**config.mk**
```make
export PLATFORM = sky130hd
export DESIGN_NAME = sdpm_mix
export DESIGN_NICKNAME = d
export VERILOG_FILES = /design/src/hdl/sdpm_pkg.sv /design/src/hdl/sdpm_mix.sv
export SDC_FILE = /design/constraint.sdc
export NUM_CORES = 2
export LEC_CHECK = 0
export ABC_AREA = 1
export BUFFER_PORTS_ARGS = -buffer_cell sky130_fd_sc_hd__clkbuf_2
export CORE_ASPECT_RATIO = 1.25
export CORE_MARGIN = 4
export CORE_UTILIZATION = 60
export DETAILED_ROUTE_END_ITERATION = 8
export PLACE_DENSITY = 0.75
export RECOVER_POWER = 100
export SYNTH_ARGS = -nofsm -noshare
export SYNTH_HDL_FRONTEND = slang
export SYNTH_SLANG_ARGS = --single-unit
```
**constraint.sdc**
```tcl
create_clock -name aclk -period 10.5 [get_ports aclk]
set_input_delay 2.1 -clock aclk [delete_from_list [all_inputs] [get_ports aclk]]
set_output_delay 2.1 -clock aclk [all_outputs]
set_load 0.01 [all_outputs]
```
**src/hdl/sdpm_pkg.sv**
```systemverilog
// ----------------------------------------------------------------------------
// sdpm_pkg
// Shared constants, types and arithmetic helpers for the stereo delay,
// polarity and pan mixer.
// ----------------------------------------------------------------------------
package sdpm_pkg;

    localparam int SAMPLE_W    = 24;
    localparam int DELAY_DEPTH = 524288;
    localparam int ADDR_W      = $clog2(DELAY_DEPTH);
    localparam int DELAY_W     = 19;
    localparam int Q_W         = 16;
    localparam int GAIN_W      = 17;
    localparam int COEF_W      = 18;
    localparam int LANE_PROD_W = SAMPLE_W + GAIN_W;
    localparam int MIX_PROD_W  = SAMPLE_W + COEF_W;
    localparam int ACC_W       = 48;
    localparam int CFG_DATA_W  = 19;
    localparam int CFG_IDX_W   = 2;

    localparam logic [Q_W-1:0] Q_ONE = 16'd32768;

    localparam logic signed [ACC_W-1:0] RND_HALF = 48'sd16384;
    localparam logic signed [ACC_W-1:0] SAT_HI   = (48'sd1 <<< (SAMPLE_W - 1)) - 48'sd1;
    localparam logic signed [ACC_W-1:0] SAT_LO   = -(48'sd1 <<< (SAMPLE_W - 1));

    typedef enum logic [CFG_IDX_W-1:0] {
        REG_DELAY     = 2'd0,
        REG_PHASE     = 2'd1,
        REG_LEFT_PAN  = 2'd2,
        REG_RIGHT_PAN = 2'd3
    } cfg_reg_t;

    // ring access for one beat, shared by both lanes
    typedef struct packed {
        logic              step;
        logic              bypass;
        logic [ADDR_W-1:0] wr_addr;
        logic [ADDR_W-1:0] rd_addr;
        logic              rd_known;
    } ring_ctl_t;

    typedef struct packed {
        logic                clip;
        logic [SAMPLE_W-1:0] value;
    } sat_t;

    function automatic logic [Q_W-1:0] clamp_q(input logic [Q_W-1:0] v);
        return (v > Q_ONE) ? Q_ONE : v;
    endfunction

    // q15 rounding, halves toward plus infinity, then saturate
    function automatic sat_t round_sat(input logic signed [ACC_W-1:0] v);
        logic signed [ACC_W-1:0] t;
        sat_t                    r;
        t = (v + RND_HALF) >>> 15;
        if (t > SAT_HI) begin
            r.clip  = 1'b1;
            r.value = SAT_HI[SAMPLE_W-1:0];
        end else if (t < SAT_LO) begin
            r.clip  = 1'b1;
            r.value = SAT_LO[SAMPLE_W-1:0];
        end else begin
            r.clip  = 1'b0;
            r.value = t[SAMPLE_W-1:0];
        end
        return r;
    endfunction

endpackage

```
**src/hdl/sdpm_mix.sv**
```systemverilog
// ----------------------------------------------------------------------------
// sdpm_mix
// Merging stage: 2x2 pan matrix across the two lanes with rounding and
// saturation.
// ----------------------------------------------------------------------------
module sdpm_mix (
    input  logic                                  aclk,
    input  logic                                  load,
    input  logic signed [sdpm_pkg::SAMPLE_W-1:0]  a,
    input  logic signed [sdpm_pkg::SAMPLE_W-1:0]  b,
    input  logic        [sdpm_pkg::Q_W-1:0]       lp,
    input  logic        [sdpm_pkg::Q_W-1:0]       rp,
    output sdpm_pkg::sat_t                        left_res,
    output sdpm_pkg::sat_t                        right_res
);

    logic signed [sdpm_pkg::MIX_PROD_W-1:0] a_ext;
    logic signed [sdpm_pkg::MIX_PROD_W-1:0] b_ext;
    logic signed [sdpm_pkg::MIX_PROD_W-1:0] lp_c;
    logic signed [sdpm_pkg::MIX_PROD_W-1:0] rp_c;
    logic signed [sdpm_pkg::MIX_PROD_W-1:0] lk_c;
    logic signed [sdpm_pkg::MIX_PROD_W-1:0] rk_c;

    logic signed [sdpm_pkg::MIX_PROD_W-1:0] al_reg;
    logic signed [sdpm_pkg::MIX_PROD_W-1:0] bl_reg;
    logic signed [sdpm_pkg::MIX_PROD_W-1:0] ar_reg;
    logic signed [sdpm_pkg::MIX_PROD_W-1:0] br_reg;

    logic signed [sdpm_pkg::ACC_W-1:0] left_sum;
    logic signed [sdpm_pkg::ACC_W-1:0] right_sum;

    assign a_ext = sdpm_pkg::MIX_PROD_W'(a);
    assign b_ext = sdpm_pkg::MIX_PROD_W'(b);
    assign lp_c  = $signed(sdpm_pkg::MIX_PROD_W'(lp));
    assign rp_c  = $signed(sdpm_pkg::MIX_PROD_W'(rp));
    assign lk_c  = $signed(sdpm_pkg::MIX_PROD_W'(sdpm_pkg::Q_ONE) -
                           sdpm_pkg::MIX_PROD_W'(lp));
    assign rk_c  = $signed(sdpm_pkg::MIX_PROD_W'(sdpm_pkg::Q_ONE) -
                           sdpm_pkg::MIX_PROD_W'(rp));

    always_ff @(posedge aclk) begin
        if (load) begin
            al_reg <= a_ext * lk_c;
            bl_reg <= b_ext * rk_c;
            ar_reg <= a_ext * lp_c;
            br_reg <= b_ext * rp_c;
        end
    end

    assign left_sum  = sdpm_pkg::ACC_W'(al_reg) + sdpm_pkg::ACC_W'(bl_reg);
    assign right_sum = sdpm_pkg::ACC_W'(ar_reg) + sdpm_pkg::ACC_W'(br_reg);

    assign left_res  = sdpm_pkg::round_sat(left_sum);
    assign right_res = sdpm_pkg::round_sat(right_sum);

endmodule
```
* Word level (Yosys, flattened, before mapping)
Index checks and enable logic that the tools add are counted.
** Storage, ports and cells
- Register bits after elaboration :: 164
- Input port bits :: 82
- Output and inout bits :: 50
- Word-level logic and storage cells :: 22
** Cells by class
- $add $sub $neg :: 6
- Multipliers :: 4
- $lt $le $gt $ge :: 4
- Mux-type cells :: 4
** Operator list (number)
- multiplier 24 x 17 -> 41 bit :: 4
- 2-to-1 mux 25 bit :: 4
- adder 42 x 16 -> 43 bit, second input constant :: 2
- adder 41 x 41 -> 42 bit :: 2
- greater-than comparator 28 x 24 -> 1 bit, second input constant :: 2
- less-than comparator 28 x 24 -> 1 bit, second input constant :: 2
- subtractor 16 x 16 -> 17 bit, first input constant :: 2

* Longest topological paths before layout
- Word-level depth :: 5
- Depth in mapped cells :: 37
- Gate-level depth less buffers :: 34

* Worst setup path after synthesis
OpenSTA, ideal clock, no wires.
- Kind :: in2reg
- Start :: input rp[0] (netlist name)
- End :: register bl_reg[39] (netlist name), data pin
- Data arrival time :: 8.429 ns
- Slack :: 1.813 ns
- Stages on the path :: 23
- Cells stage by stage :: clkbuf_1 -> buf_1 -> inv_1 -> ha_1 -> xnor2_1 -> clkinv_1 -> nor2_1 -> fa_1 -> fa_1 -> fa_1 -> fa_1 -> fa_1 -> fa_1 -> ha_1 -> nand2_1 -> nor2_1 -> inv_1 -> nor4_1 -> o21ai_0 -> nand3_1 -> nand2_1 -> nand2_1 -> xor2_1
** Between the ends
- Cells in the longest elaborated chain, start to end :: 2
** Ends and longest elaborated chain
- start, declared :: RTL line sdpm_mix.sv:12 : input logic [sdpm_pkg::Q_W-1:0] rp,
- subtractor 16 x 16 -> 17 bit :: RTL line sdpm_mix.sv:38 : assign rk_c = $signed(sdpm_pkg::MIX_PROD_W'(sdpm_pkg::Q_ONE) -
- multiplier 24 x 17 -> 41 bit :: RTL line sdpm_mix.sv:44 : bl_reg <= b_ext * rk_c;
- end signal, assigned :: RTL line sdpm_mix.sv:44
- end, declared :: RTL line sdpm_mix.sv:25 : logic signed [sdpm_pkg::MIX_PROD_W-1:0] bl_reg;
Every way passes these cells.
A chain may end at the register's enable or synchronous reset.

* Worst setup path after layout
- Start :: input lp[0] (netlist name)
- End :: register al_reg[25] (netlist name), data pin
** Between the ends
- Cells in the longest elaborated chain, start to end :: 2
** Ends and longest elaborated chain
- start, declared :: RTL line sdpm_mix.sv:11 : input logic [sdpm_pkg::Q_W-1:0] lp,
- subtractor 16 x 16 -> 17 bit :: RTL line sdpm_mix.sv:36 : assign lk_c = $signed(sdpm_pkg::MIX_PROD_W'(sdpm_pkg::Q_ONE) -
- multiplier 24 x 17 -> 41 bit :: RTL line sdpm_mix.sv:43 : al_reg <= a_ext * lk_c;
- end signal, assigned :: RTL line sdpm_mix.sv:43
- end, declared :: RTL line sdpm_mix.sv:24 : logic signed [sdpm_pkg::MIX_PROD_W-1:0] al_reg;
Every way passes these cells.

==> impl_metrics.tcl <==
set metrics [dict create \
    outcome "finished, violations left" \
    violations "capacitance limit, slew limit" \
    syn_area_sq_um 71730 \
    synthArstFlopShare_pct 0 \
    synth_area_per_cell_sq_um 7.830 \
    startpoint "lp[0]" \
    start_util_pct 60.59 \
    ctsResizeCount 0 \
    htree_levels 4 \
    drtIter0Drc 4334 \
    finalCriticalPeriod_ns 9.746 \
    drv_slew 272 \
    final_hold_viol_count 0 \
    hp-start "rp[0]" \
    synthDistinctLibCells 51 \
    yosysTopAreaCell "fa_1" \
    holdWs_ns 2.225 \
    fin_tns_setup_ns 0 \
    clock-sinks 162 \
    drive_above_1_share_pct 2.486 \
    yosys_warnings 0 \
    area_growth_pct 3.347 \
    core_sq_um 118400 \
    ant_nets 0 \
    fmax_mhz 102.6 \
    die-area_sq_um 125200 \
    cts_tree "yes" \
    synth_mux_area_share_pct 0 \
    overflow 0 \
    num_rows 141 \
    cp-end-kind "register" \
    root_buffer "clkbuf_16" \
    crit_arrival_ns 10.03 \
    firstDrtPassIters 6 \
    layout_common_cells "inv_1 (2673), nand2_1 (2227), fa_1 (1556)" \
    period_share_pct 92.82 \
    slowest_delay_ns 0.96 \
    rsz0062_at_grt "false" \
    die_x_microns 317.3 \
    grt_pass1_vias 62060 \
    worstMarginPinSlew_ns 4.826 \
    place_congestion 0.9687 \
    antenna_found_initial 5 \
    pin_count 132 \
    cap_violations 6 \
    crit_top_cell "nand2_1" \
    grt_usage_pct 33.81 \
    n_fill_cell 10570 \
    final_common_cell "inv_1" \
    relSlewSlack_pct -221.7 \
    syn_inst 9160 \
    worstSetupStartpointType "primary input" \
    dr_total_vias 57610 \
    synth-compound-area-share_pct 4.338 \
    synth_edf_count 162 \
    drt-total-wl_microns 204300 \
    synth-simple-area-share_pct 17.31 \
    cp_max_fo 26 \
    drc 0 \
    synthXorXnorAreaFrac_pct 2.552 \
    dpl.hpwl_microns 173100 \
    synth_adder_area_share_pct 53.23 \
    die_h_microns 394.6 \
    numPortBuffers 131 \
    grt_max_degree 83 \
    grt_pass1_wl_microns 329700 \
    path_clk_slew_ns 0.08 \
    ys_ff_latch 162 \
    synth_top_family_by_area "adder cells" \
    cp.required_ns 10.78 \
    multi_input_area_sq_um 55540 \
    hold_buffers 0 \
    vias_per_cell 5.401 \
    synth_ff_type "edfxtp_1" \
    cts_max_path_buffers 2 \
    num-nets-final 11280 \
    yosysSeqAreaShare_pct 6.782 \
    route.detailed.wl_per_inst_microns 19.16 \
    cts_buffers 17 \
    synth_top_area_share_pct 43.43 \
    synthTopCellsByArea "fa_1 (43%), inv_1 (14%), nand2_1 (12%)" \
    cts_setup_buffers 0 \
    synth_nets 11360 \
    crit_path_top_delay_cell "clkbuf_1" \
    crit_type "in -> reg" \
    hold_path_class "in -> reg" \
    final-setup-viol-count 0 \
    register_area_sq_um 4865 \
]
==> worst paths after layout <==
path	depth (start not counted)	to	slack [ns]
worst max-delay path	31	al_reg[25]	0.75
worst min-delay path	3	bl_reg[0]	2.23
==> metal layers <==
metal / track usage [%] / part of all wire, %
met1: 42.35 / 37
met2: 57.31 / 49
met3: 4.968 / 7.7
met4: 16.66 / 6.2
met5: 0 / 0.015
==> kinds of logic after synthesis <==
logic type,Yosys count
and+or+nand+nor,3141
DFF,162
adders and majority gates,2118
buffers and inverters,2984
AOI/OAI and AO/OA,546
xor gates and xnor gates,209
==> cell type report <==
type / instances / area share, %
diodes: 2 / 0.006752
clock buffers: 17 / 0.5739
clock inverters: 15 / 0.2161
inverters: 2683 / 13.60
multi-input cells: 6014 / 74.93
flip-flops and latches: 162 / 6.563
well taps: 1573 / 2.655
repair buffers: 200 / 1.462
==> Yosys cell counts (13+ instances only) <==
cell type / number
inv_1: 2673
nor4_1: 13
nor2_2: 15
buf_1: 51
nand3_1: 152
clkbuf_1: 211
o21ai_0: 145
nand4_1: 48
a21o_1: 39
nor3_1: 33
buf_2: 25
a31oi_1: 53
xnor2_1: 81
nand2_2: 18
nand2_1: 2227
ha_1: 562
a21oi_1: 229
edfxtp_1: 162
o21bai_1: 29
nor2_1: 600
fa_1: 1556
xor2_1: 128
==> worst max-delay path: cells and delay by family <==
kind / cells / cell delay [ns]
xor+xnor: 1 / 0.27
buf+inv: 10 / 2.48
compound gates: 2 / 0.50
fa+ha+maj: 8 / 3.60
simple gates: 10 / 1.05
==> stage by stage <==
step	utilization (%)	area, sq um	worst slack, ns	std cells
final	62.62	74130	0.7538	10670
after global routing	62.62	74120	0.3533	10660
after CTS	62.70	74220	1.186	10660
after detailed placement	62.20	73630	0.6638	10630
after global placement	62.20	73630	0.7646	10630
after floorplan	-	71730	1.813	9160
Power is left out: the tool's default activity adds up to more than one toggle a clock period on the data nets, which glitch-free logic cannot reach.
